==> src/cbordec_pkg.sv <==
// package for the cbor item stream decoder
// holds the phase encoding, result kind codes, head constants and the result struct
// no dependencies
package cbordec_pkg;

   typedef enum logic [1:0] {
      PH_HEAD    = 2'd0,
      PH_ARG     = 2'd1,
      PH_PAYLOAD = 2'd2
   } phase_type;

   localparam logic [1:0] KIND_HEAD    = 2'd0;
   localparam logic [1:0] KIND_PAYLOAD = 2'd1;
   localparam logic [1:0] KIND_ERROR   = 2'd2;

   localparam logic [4:0] AI_MAX_DIRECT = 5'd23;
   localparam logic [4:0] AI_ONE        = 5'h18;
   localparam logic [4:0] AI_TWO        = 5'h19;
   localparam logic [4:0] AI_FOUR       = 5'h1A;

   localparam logic [2:0] MT_BYTE_STRING = 3'd2;
   localparam logic [2:0] MT_TEXT_STRING = 3'd3;

   typedef struct packed {
      logic        valid;
      logic [1:0]  kind;
      logic [2:0]  major_type;
      logic [31:0] argument;
      logic [7:0]  data_byte;
      logic        last_payload;
   } result_type;

endpackage

==> src/cbordec_step.sv <==
// decode step of the cbor item stream decoder
// holds the parse state and turns one registered byte into at most one result
// depends on cbordec_pkg
module cbordec_step
   import cbordec_pkg::*;
(
   input  logic       clock,
   input  logic       reset,
   input  logic       advance,
   input  logic [7:0] in_byte,
   output result_type result
);

   phase_type   phase_ff, phase_in;
   logic [2:0]  item_type_ff, item_type_in;
   logic [2:0]  arg_left_ff, arg_left_in;
   logic [31:0] arg_accum_ff, arg_accum_in;
   logic [31:0] payload_left_ff, payload_left_in;

   always_ff @(posedge clock) begin
      if (reset) begin
         phase_ff        <= PH_HEAD;
         item_type_ff    <= 3'd0;
         arg_left_ff     <= 3'd0;
         arg_accum_ff    <= 32'd0;
         payload_left_ff <= 32'd0;
      end else if (advance) begin
         phase_ff        <= phase_in;
         item_type_ff    <= item_type_in;
         arg_left_ff     <= arg_left_in;
         arg_accum_ff    <= arg_accum_in;
         payload_left_ff <= payload_left_in;
      end
   end

   logic [4:0]  ai;
   logic [2:0]  head_type;
   logic [31:0] accum_next;
   logic [2:0]  left_next;
   logic [31:0] payload_next;
   logic [31:0] fin_arg;
   logic [2:0]  fin_type;
   logic        fin;

   assign ai           = in_byte[4:0];
   assign head_type    = in_byte[7:5];
   assign accum_next   = {arg_accum_ff[23:0], in_byte};
   assign left_next    = (arg_left_ff != 3'd0) ? arg_left_ff - 3'd1 : 3'd0;
   assign payload_next = (payload_left_ff != 32'd0) ? payload_left_ff - 32'd1 : 32'd0;

   always_comb begin
      phase_in        = phase_ff;
      item_type_in    = item_type_ff;
      arg_left_in     = arg_left_ff;
      arg_accum_in    = arg_accum_ff;
      payload_left_in = payload_left_ff;
      result          = '0;
      fin             = 1'b0;
      fin_arg         = 32'd0;
      fin_type        = item_type_ff;

      case (phase_ff)
         PH_ARG: begin
            arg_accum_in = accum_next;
            arg_left_in  = left_next;
            if (left_next == 3'd0) begin
               fin     = 1'b1;
               fin_arg = accum_next;
            end
         end
         PH_PAYLOAD: begin
            result.valid        = 1'b1;
            result.kind         = KIND_PAYLOAD;
            result.major_type   = item_type_ff;
            result.data_byte    = in_byte;
            result.last_payload = (payload_left_ff <= 32'd1);
            payload_left_in     = payload_next;
            if (payload_next == 32'd0) begin
               phase_in = PH_HEAD;
            end
         end
         default: begin
            // head byte, also taken for the unused phase code
            item_type_in = head_type;
            fin_type     = head_type;
            arg_accum_in = 32'd0;
            arg_left_in  = 3'd0;
            if (ai <= AI_MAX_DIRECT) begin
               fin     = 1'b1;
               fin_arg = {27'd0, ai};
            end else if (ai == AI_ONE) begin
               arg_left_in = 3'd1;
               phase_in    = PH_ARG;
            end else if (ai == AI_TWO) begin
               arg_left_in = 3'd2;
               phase_in    = PH_ARG;
            end else if (ai == AI_FOUR) begin
               arg_left_in = 3'd4;
               phase_in    = PH_ARG;
            end else begin
               phase_in          = PH_HEAD;
               result.valid      = 1'b1;
               result.kind       = KIND_ERROR;
               result.major_type = head_type;
               result.argument   = {27'd0, ai};
            end
         end
      endcase

      // head complete: token out, strings with a nonzero length go to payload
      if (fin) begin
         result.valid      = 1'b1;
         result.kind       = KIND_HEAD;
         result.major_type = fin_type;
         result.argument   = fin_arg;
         if ((fin_type == MT_BYTE_STRING || fin_type == MT_TEXT_STRING)
             && fin_arg != 32'd0) begin
            payload_left_in = fin_arg;
            phase_in        = PH_PAYLOAD;
         end else begin
            phase_in = PH_HEAD;
         end
      end
   end

endmodule

==> src/cbordec_out.sv <==
// result register of the cbor item stream decoder
// holds one finished result until the response side takes it
// depends on cbordec_pkg
module cbordec_out
   import cbordec_pkg::*;
(
   input  logic       clock,
   input  logic       reset,
   input  logic       load,
   input  result_type result,
   input  logic       rsp_ready,
   output logic       out_free,
   output logic       rsp_valid,
   output logic [1:0] rsp_kind,
   output logic [2:0] rsp_major_type,
   output logic [31:0] rsp_argument,
   output logic [7:0] rsp_data_byte,
   output logic       rsp_last_payload
);

   logic       valid_ff, valid_in;
   result_type data_ff;

   assign out_free = !valid_ff || rsp_ready;

   always_comb begin
      valid_in = valid_ff;
      if (load) begin
         valid_in = 1'b1;
      end else if (rsp_ready) begin
         valid_in = 1'b0;
      end
   end

   always_ff @(posedge clock) begin
      if (reset) begin
         valid_ff <= 1'b0;
      end else begin
         valid_ff <= valid_in;
      end
   end

   always_ff @(posedge clock) begin
      if (load) begin
         data_ff <= result;
      end
   end

   assign rsp_valid        = valid_ff;
   assign rsp_kind         = data_ff.kind;
   assign rsp_major_type   = data_ff.major_type;
   assign rsp_argument     = data_ff.argument;
   assign rsp_data_byte    = data_ff.data_byte;
   assign rsp_last_payload = data_ff.last_payload;

endmodule

==> src/cbor_item_stream_decoder_core.sv <==
// top level of the cbor item stream decoder
// input byte register, decode step and result register
// depends on cbordec_pkg, cbordec_step and cbordec_out
//
// Decodes a CBOR byte stream, one byte per request, into head tokens (major type and
// argument), string payload bytes with a last mark, and errors for additional info
// 27 to 31. Argument bytes that follow a head give no response; the head token comes
// with the last of them. The block takes one byte every cycle when the response side
// keeps up; a byte passes through the input register and then the result register
// on its way to the response port. The parse state, updated between those two
// registers on each advance, sets the rate.
module cbor_item_stream_decoder_core
   import cbordec_pkg::*;
(
   input  logic        clock,
   input  logic        reset,
   input  logic        req_valid,
   output logic        req_ready,
   input  logic [7:0]  req_in_byte,
   output logic        rsp_valid,
   input  logic        rsp_ready,
   output logic [1:0]  rsp_kind,
   output logic [2:0]  rsp_major_type,
   output logic [31:0] rsp_argument,
   output logic [7:0]  rsp_data_byte,
   output logic        rsp_last_payload
);

   logic       in_valid_ff, in_valid_in;
   logic [7:0] in_byte_ff;
   logic       out_free;
   logic       advance;
   result_type result;

   assign advance   = in_valid_ff && out_free;
   assign req_ready = !in_valid_ff || advance;

   always_comb begin
      in_valid_in = in_valid_ff;
      if (req_valid && req_ready) begin
         in_valid_in = 1'b1;
      end else if (advance) begin
         in_valid_in = 1'b0;
      end
   end

   always_ff @(posedge clock) begin
      if (reset) begin
         in_valid_ff <= 1'b0;
      end else begin
         in_valid_ff <= in_valid_in;
      end
   end

   always_ff @(posedge clock) begin
      if (req_valid && req_ready) begin
         in_byte_ff <= req_in_byte;
      end
   end

   cbordec_step u_step (
      .clock   (clock),
      .reset   (reset),
      .advance (advance),
      .in_byte (in_byte_ff),
      .result  (result)
   );

   cbordec_out u_out (
      .clock            (clock),
      .reset            (reset),
      .load             (advance && result.valid),
      .result           (result),
      .rsp_ready        (rsp_ready),
      .out_free         (out_free),
      .rsp_valid        (rsp_valid),
      .rsp_kind         (rsp_kind),
      .rsp_major_type   (rsp_major_type),
      .rsp_argument     (rsp_argument),
      .rsp_data_byte    (rsp_data_byte),
      .rsp_last_payload (rsp_last_payload)
   );

endmodule
==> config.mk <==
export PLATFORM = sky130hd
export DESIGN_NAME = cbor_item_stream_decoder_core
export DESIGN_NICKNAME = d
export VERILOG_FILES = /design/src/cbordec_pkg.sv /design/src/cbordec_step.sv /design/src/cbordec_out.sv /design/src/cbor_item_stream_decoder_core.sv
export SDC_FILE = /design/constraint.sdc
export NUM_CORES = 1
export LEC_CHECK = 0
export BUFFER_PORTS_ARGS = -buffer_cell sky130_fd_sc_hd__buf_2
export CORE_UTILIZATION = 45
export DETAILED_ROUTE_END_ITERATION = 8
export GPL_ROUTABILITY_DRIVEN = 0
export PLACE_DENSITY = 0.67
export SLEW_MARGIN = 10
export SYNTH_ARGS = -nofsm -noshare
export SYNTH_HDL_FRONTEND = slang
export SYNTH_SLANG_ARGS = --single-unit
==> constraint.sdc <==
create_clock -name clock -period 5.3 [get_ports clock]
set_clock_uncertainty 0.05 [all_clocks]
set_input_delay 0 -clock clock [delete_from_list [all_inputs] [get_ports clock]]
set_output_delay 0 -clock clock [all_outputs]
set_load 0.01 [all_outputs]
==> flow_metrics.tcl, run 1 <==
set metrics [dict create \
    async_flop_share 0 \
    root_buffer "clkbuf_16" \
    clock_latency_ps 430 \
    dieArea_um2 14430 \
    worstPathCellList "inv_1, ha_1, nor4b_4, buf_4, o21ai_0, a21oi_2, o21ai_0, nand2_1, a21oi_1" \
    setup_viol 0 \
    synth-seq-cells 120 \
    post_cts_buffers 0 \
    via_per_inst 6.140 \
    hold_violations 0 \
    drv_cap 0 \
    hold_slack_ps 164.3 \
    seq_area_frac_synth 0.4687 \
    p_leak_nw 2.648 \
    area_growth_pct 16.86 \
    drive_gt1_frac 0.1625 \
    critPathKind "flop to flop" \
    first_global_vias 5256 \
    nets 760 \
    start_util 0.4685 \
    fp.dieH_um 120.1 \
    diodes 0 \
    min_path_type "input port to flop" \
    fp.dieW_um 120.1 \
    tritoncts "done" \
    grt_pass1_wl_um 27740 \
    worstPathMaxFanout 33 \
    ctsLongestPathBuffers 2 \
    grt_setup_unrepaired "no" \
    status "finished, final reports clean" \
    wl_per_cell_um 18.81 \
    post-route-min-period_ps 4016 \
    worstMarginPinSlew_ps 1229 \
    drt-initial-drc-count 652 \
    critPathArrivalTime_ps 4230 \
    startpoint_type "flop" \
    setup_tns_ps 0 \
    cp_data_required_time_ps 5520 \
    cpMaxStageDelayCell "a21oi_2" \
    syn_inst 702 \
    critPathMaxStageDelay_ps 990 \
    synth.avg_cell_area_um2 8.944 \
    fp.coreArea_um2 13400 \
    crit_top_cell "o21ai_0" \
    irDropWorstVdd_mv 0.2254 \
    clkSinkCount 120 \
    wl_um 17550 \
    hpwl_um 11740 \
    grt_max_degree 49 \
    route.vias.total 5729 \
    io_buffers 59 \
    layout_common_cells "dfxtp_1 (66), nand2_1 (64), buf_2 (59), a21oi_1 (57), edfxtp_1 (54)" \
    ys_warn_count 0 \
    grt_overflow 0 \
    final_common_cell "dfxtp_1" \
    drc 0 \
    synth_ff_type "dfxtp_1" \
    path_buf_inv 2 \
    power.density_nw_per_um2 349.4 \
    slew_violations 0 \
    synth_edf_count 54 \
    syn_nets 718 \
    synth_area_um2 6279 \
    maxSlewHeadroom 0.1807 \
    grt.total_usage 0.2511 \
    cts.clk_slew.worst_paths_ps 60 \
    endpoint_kind "flop" \
    synth_cell_types 72 \
    post_dp_cell_area_um2 6636 \
    cp_top_family "compound AO/OA/AOI/OAI gates" \
    design_area_um2 7337 \
    fin_crit_sh 0.7577 \
    antenna_found_initial 0 \
    numCtsBuffers 17 \
    htreeDepth 4 \
    drt-pass1-iter-count 5 \
    fmax_mhz 249.0 \
    row_count 42 \
    boundaryPins 60 \
    ant_nets 0 \
]
cell usage after synthesis (5+ instances only):
cell type | count | share of area
a211oi_1 | 11 | 0.013
a21o_1 | 5 | 0.0060
a21oi_1 | 57 | 0.045
a221oi_1 | 5 | 0.0070
a311oi_1 | 6 | 0.0084
and2_1 | 41 | 0.041
buf_2 | 6 | 0.0048
clkbuf_1 | 43 | 0.026
dfxtp_1 | 66 | 0.21
edfxtp_1 | 54 | 0.26
inv_1 | 14 | 0.0084
mux2i_1 | 6 | 0.0096
nand2_1 | 64 | 0.038
nand3_1 | 43 | 0.034
nand4_1 | 9 | 0.0090
nor2_1 | 49 | 0.029
nor2b_1 | 5 | 0.0050
nor3_1 | 27 | 0.022
nor4_1 | 16 | 0.016
o21ai_0 | 48 | 0.038
o21ai_1 | 8 | 0.0064
o22ai_1 | 6 | 0.0060
o31ai_1 | 7 | 0.0084
or3_1 | 11 | 0.011
xnor2_1 | 8 | 0.011
cells by family after synthesis:
logic type / after synthesis / synth area share
flops: 120 / 0.4687
xor+xnor: 8 / 0.01116
compound gates: 192 / 0.1925
simple gates: 302 / 0.2629
buf+inv: 69 / 0.04544
fa+ha+maj: 4 / 0.007972
mux: 7 / 0.01136
power by group:
| part | total [W] | switching, W | internal, W |
|---|---|---|---|
| Combinational | 0.000381 | 0.000243 | 0.000138 |
| Sequential | 0.00103 | 0.0000325 | 0.00100 |
| Clock | 0.00115 | 0.000447 | 0.000702 |
| Total | 0.00256 | 0.000723 | 0.00184 |
flip-flops by register name (all words and copies together), names as in the netlist:
register and count:
u_out.rsp_valid 1, u_step.arg_accum_ff 24, in_valid_ff 1, u_step.item_type_ff 3, u_step.phase_ff 2, u_out.rsp_argument 32
u_out.rsp_major_type 3, in_byte_ff 8, u_step.arg_left_ff 3, u_out.rsp_kind 2, u_out.rsp_data_byte 8, u_out.rsp_last_payload 1
u_step.payload_left_ff 32
metal layers:
| metal | global-route usage | share of wire | up-vias |
|---|---|---|---|
| met4 | 0.09922 | 0.020 | 0 |
| li1 | - | - | 2685 |
| met5 | 0 | 0 | - |
| met2 | 0.3786 | 0.46 | 261 |
| met1 | 0.3479 | 0.44 | 2754 |
| met3 | 0.05561 | 0.075 | 29 |
final timing paths:
| check | slack [ps] | from | depth (start not counted) | to |
|---|---|---|---|---|
| max | 1280 | u_step.phase_ff[1] | 9 | u_step.payload_left_ff[20] |
| min | 160 | reset | 2 | u_step.item_type_ff[1] |
| max reg2reg | 1280 | u_step.phase_ff[1] | 9 | u_step.payload_left_ff[20] |
| min reg2reg | 420 | u_step.arg_accum_ff[17] | 2 | u_step.arg_accum_ff[17] |
final cells by class:
cell class                 count  area (um^2)
fill                        1214         6063
clock buffer                  20        478.0
clock inverter                12        112.6
timing repair buffer          78        465.4
sequential                   120         2943
inverter                      14        52.55
tap                          176        220.2
multi-input combinational    513         3065
worst reg2reg max path, cell delays in order, from the launching register on:
cell	delay (ps)
dfxtp_1	320
inv_1	60
ha_1	880
nor4b_4	550
buf_4	330
o21ai_0	200
a21oi_2	990
o21ai_0	280
nand2_1	140
a21oi_1	70
metrics by stage:
step / setup WS [ps] / instances / total power, W / utilization
floorplan: 751.1 / 702 / 0.001327 / -
global placement: 1580 / 890 / 0.001413 / 0.4952
detailed placement: 1370 / 890 / 0.001418 / 0.4952
CTS: 1341 / 933 / 0.002567 / 0.5475
global route: 940.4 / 933 / 0.002650 / 0.5475
finish: 1284 / 933 / 0.002563 / 0.5475
timing repair:
item | in CTS | in global routing
resized for setup | 0 | 0
hold buffers | 11 | 0
hold endpoints to repair | 10 | 0
endpoints found under the setup margin | 0 | 0
Note: power is estimated with default switching activity, not from simulation.
==> run 2: changes to the inputs <==
==> constraint.sdc (replaced) <==
create_clock -name clock -period 4.06 [get_ports clock]
set_clock_uncertainty 0.05 [all_clocks]
set_input_delay 0 -clock clock [delete_from_list [all_inputs] [get_ports clock]]
set_output_delay 0 -clock clock [all_outputs]
set_load 0.01 [all_outputs]
==> flow_metrics.tcl, run 2 (synthesis gave the netlist of run 1 again) <==
set metrics [dict create \
    status "finished, final reports clean" \
    start_util 0.4685 \
    maxSlewHeadroom 0.3723 \
    crit_path_start "u_step.payload_left_ff[1]" \
    boundaryPins 60 \
    worstMarginPinSlew_ps 941.5 \
    combPwrFrac 0.151 \
    cts.clk_slew.worst_paths_ps 50 \
    drive_gt1_frac 0.1614 \
    nets 765 \
    min_from "reset" \
    use_met2 0.3879 \
    post_dp_cell_area_um2 6674 \
    diodes 0 \
    numCtsBuffers 17 \
    p_sw_frac 0.2636 \
    seqPwrFrac 0.397 \
    htreeDepth 4 \
    drt-pass1-iter-count 6 \
    layout_common_cells "dfxtp_1 (66), nand2_1 (64), buf_2 (59), a21oi_1 (57), edfxtp_1 (54)" \
    wl_um 17860 \
    worstPathMaxFanout 13 \
    wl_per_cell_um 19.04 \
    fillCellCount 1196 \
    first_global_vias 5337 \
    fp.dieH_um 120.1 \
    design_area_um2 7387 \
    ctsLongestPathBuffers 2 \
    hpwl_um 11890 \
    critPathMaxStageDelay_ps 710 \
    critPathKind "flop to flop" \
    power.density_nw_per_um2 460.8 \
    drt-initial-drc-count 605 \
    cp_top_family "simple AND/OR/NAND/NOR gates" \
    cp_data_required_time_ps 4330 \
    finalPower_w 0.003404 \
    cpMaxStageDelayCell "nor3b_1" \
    tritoncts "done" \
    ant_nets 0 \
    grt_pass1_wl_um 28300 \
    met3_usage 0.06321 \
    worstReg2RegStart "u_step.payload_left_ff[1]" \
    path_buf_inv 2 \
    reg2reg_slack_ps 500 \
    post_cts_buffers 0 \
    ff2ff_path_depth 10 \
    clock_latency_ps 430 \
    min_path_type "input port to flop" \
    grt_overflow 0 \
    final_common_cell "dfxtp_1" \
    p_leak_nw 2.669 \
    route.vias.total 5814 \
    irDropWorstVdd_mv 0.2782 \
    fp.dieW_um 120.1 \
    area_growth_pct 17.66 \
    setup_viol 0 \
    hold_depth 2 \
    min_to "u_step.arg_left_ff[1]" \
    via_per_inst 6.198 \
    row_count 42 \
    final_core_util 0.5513 \
    fp.coreArea_um2 13400 \
    slew_violations 0 \
    clkSinkCount 120 \
    grt_max_degree 49 \
    endpoint_kind "flop" \
    drc 0 \
    p_switching_w 0.0008974 \
    fmax_mhz 281.3 \
    grt.total_usage 0.2560 \
    antenna_found_initial 0 \
    hold_buffers 11 \
    startpoint_type "flop" \
    fin_crit_sh 0.8757 \
    worstPathCellList "inv_1, ha_1, nor3b_1, nand2_1, nor4_4, buf_4, o21ai_1, a211oi_1, o21ai_1, and2_1" \
    io_buffers 59 \
    post-route-min-period_ps 3555 \
    hold_violations 0 \
    root_buffer "clkbuf_16" \
    drv_cap 0 \
    p_int_w 0.002506 \
    timing.rr.end "u_step.payload_left_ff[27]" \
    setup_tns_ps 0 \
    dieArea_um2 14430 \
    crit_top_cell "o21ai_1" \
    grt.busiest_layer "met2" \
    critPathArrivalTime_ps 3820 \
    grtUsageMet1 0.3441 \
    post_cts_resized 0 \
    grt_setup_unrepaired "no" \
    pwr-share-clk 0.453 \
]
==> run 2: cell types whose count changed in the layout (fill, tap and decap cells not counted), sizes merged <==
cell / change
clkinvlp: +1
inv: -5
clkbuf: +3
buf: +5
clkinv: -1
bufinv: +2
==> run 2: power by group through the flow <==
stage	logic [W]	registers [W]	clock network [W]
after floorplan	0.000364	0.00137	0
after global placement	0.000486	0.00137	0
after detailed placement	0.000490	0.00137	0
after CTS	0.000502	0.00135	0.00155
after global routing	0.000551	0.00135	0.00161
final	0.000513	0.00135	0.00154
==> run 2: stage by stage <==
step                setup WS, ps  hold slack [ps]  cells
detailed placement         634.6            128.1    895
CTS                        582.1            147.8    938
global route               344.3            196.6    938
global placement           664.3            126.8    895
floorplan                  628.9            48.87    702
finish                     504.9            161.9    938
==> run 2: cell type report <==
class	instances	area, um^2	area share
multi-input cells	513	3065	0.4150
flip-flops and latches	120	2943	0.3984
repair buffers	83	503.0	0.06809
well taps	176	220.2	0.02981
clock buffers	23	479.2	0.06487
clock inverters	9	123.9	0.01677
inverters	14	52.55	0.007114
==> run 2: layer usage <==
metal,share of wire,vias to the layer above
met5,0,-
met2,0.47,300
li1,-,2691
met4,0.026,0
met3,0.086,47
met1,0.42,2776
==> run 2: worst max path at each step <==
stage,to,slack (ps),cells after the start
6_report,u_step.payload_left_ff[27],500,10
2_1_floorplan,u_out.rsp_argument[0],630,6
3_5_place_dp,u_step.payload_left_ff[3],630,10
4_1_cts,u_step.payload_left_ff[27],580,10
5_1_grt,u_step.payload_left_ff[27],340,10
3_3_place_gp,u_step.payload_left_ff[27],660,10
==> run 3: changes to the inputs <==
--- a/config.mk
+++ b/config.mk
@@ -13,4 +13,5 @@
 export SLEW_MARGIN = 10
 export SYNTH_ARGS = -nofsm -noshare
 export SYNTH_HDL_FRONTEND = slang
+export SYNTH_HIERARCHICAL = 1
 export SYNTH_SLANG_ARGS = --single-unit
==> flow_metrics.tcl, run 3 <==
set metrics [dict create \
    clkSinkCount 120 \
    start_util 0.4594 \
    pre_cts_slack_ps 842.7 \
    post-route-min-period_ps 3280 \
    setup_viol 0 \
    cp_data_required_time_ps 4310 \
    multi_input_area_um2 3157 \
    setup_tns_ps 0 \
    hpwl_um 11920 \
    syn_inst 701 \
    drc 0 \
    status "finished, final reports clean" \
    critPathMaxStageDelay_ps 680 \
    reg2reg_slack_ps 780 \
    fp.dieW_um 120.8 \
    drive_gt1_frac 0.1717 \
    wl_um 17510 \
    dieArea_um2 14600 \
    drv_cap 0 \
    endpoint_kind "flop" \
    synthTopCellsByCount "dfxtp_1 (66), nand2_1 (63), a21oi_1 (55)" \
    synth-seq-cells 120 \
    ctsLongestPathBuffers 2 \
    grt_max_degree 43 \
    final-seq-area_um2 2943 \
    hold_depth 2 \
    startpoint_type "flop" \
    synth_top_area_frac 0.2553 \
    yosys-top-cells-area "edfxtp_1 (26%), dfxtp_1 (21%), a21oi_1 (4.3%)" \
    min_to "u_step/arg_left_ff[2]" \
    worstReg2RegStart "u_step/payload_left_ff[0]" \
    fmax_mhz 304.9 \
    slew_violations 0 \
    grt_setup_unrepaired "no" \
    critPathKind "flop to flop" \
    power.density_nw_per_um2 433.2 \
    clock_latency_ps 420 \
    drt-initial-drc-count 657 \
    grt_overflow 0 \
    min_path_type "input port to flop" \
    antenna_found_initial 0 \
    row_count 43 \
    worstPathMaxFanout 8 \
    synth_ff_type "dfxtp_1" \
    yosys.area.top_type "edfxtp_1" \
    p_leak_nw 2.655 \
    fillCellCount 1232 \
    timing.rr.end "u_step/payload_left_ff[5]" \
    htreeDepth 4 \
    diodes 0 \
    layout_common_cells "dfxtp_1 (66), nand2_1 (63), buf_2 (59), a21oi_1 (55), edfxtp_1 (54)" \
    root_buffer "clkbuf_16" \
    async_flop_share 0 \
    synth.avg_cell_area_um2 9.062 \
    fin_crit_sh 0.8079 \
    ys_warn_count 6 \
    irDropWorstVdd_mv 0.3108 \
    synth_edf_count 54 \
    post_dp_cell_area_um2 6787 \
    min_from "reset" \
    io_buffers 59 \
    ant_nets 0 \
    area_growth_pct 16.90 \
    worstMarginPinSlew_ps 830.3 \
    final_common_cell "dfxtp_1" \
    critPathArrivalTime_ps 3530 \
    syn_nets 717 \
    fp.dieH_um 120.8 \
    first_global_vias 5168 \
    post_cts_resized 0 \
    numCtsBuffers 17 \
    cpMaxStageDelayCell "or4_1" \
    route.vias.total 5706 \
    tritoncts "done" \
    hold_violations 0 \
    layout_setup_ws_ps 779.8 \
    fp.coreArea_um2 13830 \
    grt.total_usage 0.2486 \
    nets 766 \
    seq_area_frac_synth 0.4633 \
    maxSlewHeadroom 0.4465 \
    synth_area_um2 6352 \
    drt-pass1-iter-count 6 \
    yosysMostFrequentCell "dfxtp_1" \
    worstPathCellList "inv_1, ha_1, or3b_1, or4_1, nor3_2, buf_4, o21ai_0, a221o_1, nand3_1, a21oi_1" \
    cts.clk_slew.worst_paths_ps 60 \
    ff2ff_path_depth 10 \
    wl_per_cell_um 18.57 \
    via_per_inst 6.051 \
    design_area_um2 7426 \
    synth_cell_types 74 \
    boundaryPins 60 \
    grt_pass1_wl_um 27480 \
]
## run 3: cell count changes after synthesis, sizes merged, moves of 6 or more
cell	previous run	this run
nor2	49	41
or3	12	6
o21ai	57	36
a31oi	3	9
nand2b	2	35
## run 3: critical path: cells and delay by family (launching register included)
kind	cells	cell delay (ps)
AOI/OAI and AO/OA	3	530
adders and majority gates	1	290
buffers and inverters	2	310
DFF	1	370
and+or+nand+nor	4	1600
## run 3: timing repair
item / 4_1_cts / 5_1_grt
hold endpoints to repair: 18 / 0
hold buffers: 11 / 0
buffers inserted: 0 / 0
## run 3: layout make-up
cell class                 count  share of cell area
sequential                   120              0.3963
tap                          180             0.03033
clock inverter                15             0.01398
inverter                      11            0.005560
multi-input combinational    515              0.4251
clock buffer                  17             0.05729
timing repair buffer          85             0.07144
## run 3: worst max path at each step
stage,slack [ps],from,cells after the start,to
detailed placement,840,u_step/payload_left_ff[0],10,u_step/payload_left_ff[5]
global route,580,u_step/payload_left_ff[1],9,u_step/phase_ff[1]
CTS,820,u_step/payload_left_ff[0],10,u_step/payload_left_ff[5]
floorplan,1130,u_step/payload_left_ff[0],11,u_step/phase_ff[1]
global placement,930,u_step/payload_left_ff[0],10,u_step/payload_left_ff[5]
finish,780,u_step/payload_left_ff[0],10,u_step/payload_left_ff[5]
## run 3: metrics by stage
stage	util	power, W	hold WS [ps]	instances
global route	0.5371	0.003342	127.4	943
detailed placement	0.4908	0.001867	128.6	900
global placement	0.4908	0.001857	125.9	900
CTS	0.5371	0.003227	95.25	943
finish	0.5371	0.003217	115.2	943
floorplan	-	0.001735	12.44	701
## run 3: cells by family (layout without fill, tap and decap cells)
| family | count (synthesis) | after routing | share of synthesized area |
|---|---|---|---|
| flops | 120 | 120 | 0.4633 |
| xor+xnor | 6 | 6 | 0.008273 |
| buf+inv | 66 | 128 | 0.04353 |
| mux | 10 | 10 | 0.01595 |
| simple gates | 320 | 320 | 0.2813 |
| compound gates | 175 | 175 | 0.1798 |
| fa+ha+maj | 4 | 4 | 0.007879 |
## run 3: routing by layer
layer / wire (um) / part of all wire / global-route usage / vias up
li1: - / - / - / 2685
met1: 7443 / 0.43 / 0.3339 / 2727
met2: 8324 / 0.48 / 0.3865 / 243
met3: 1277 / 0.073 / 0.05566 / 51
met4: 467 / 0.027 / 0.1019 / 0
met5: 0 / 0 / 0 / -
## run 3: power breakdown
group / internal, W / switching [W] / leakage, nW / total (W)
Combinational: 0.000194 / 0.000328 / 1.36 / 0.000522
Clock: 0.000776 / 0.000577 / 0.247 / 0.00135
Sequential: 0.00130 / 0.0000374 / 1.05 / 0.00134
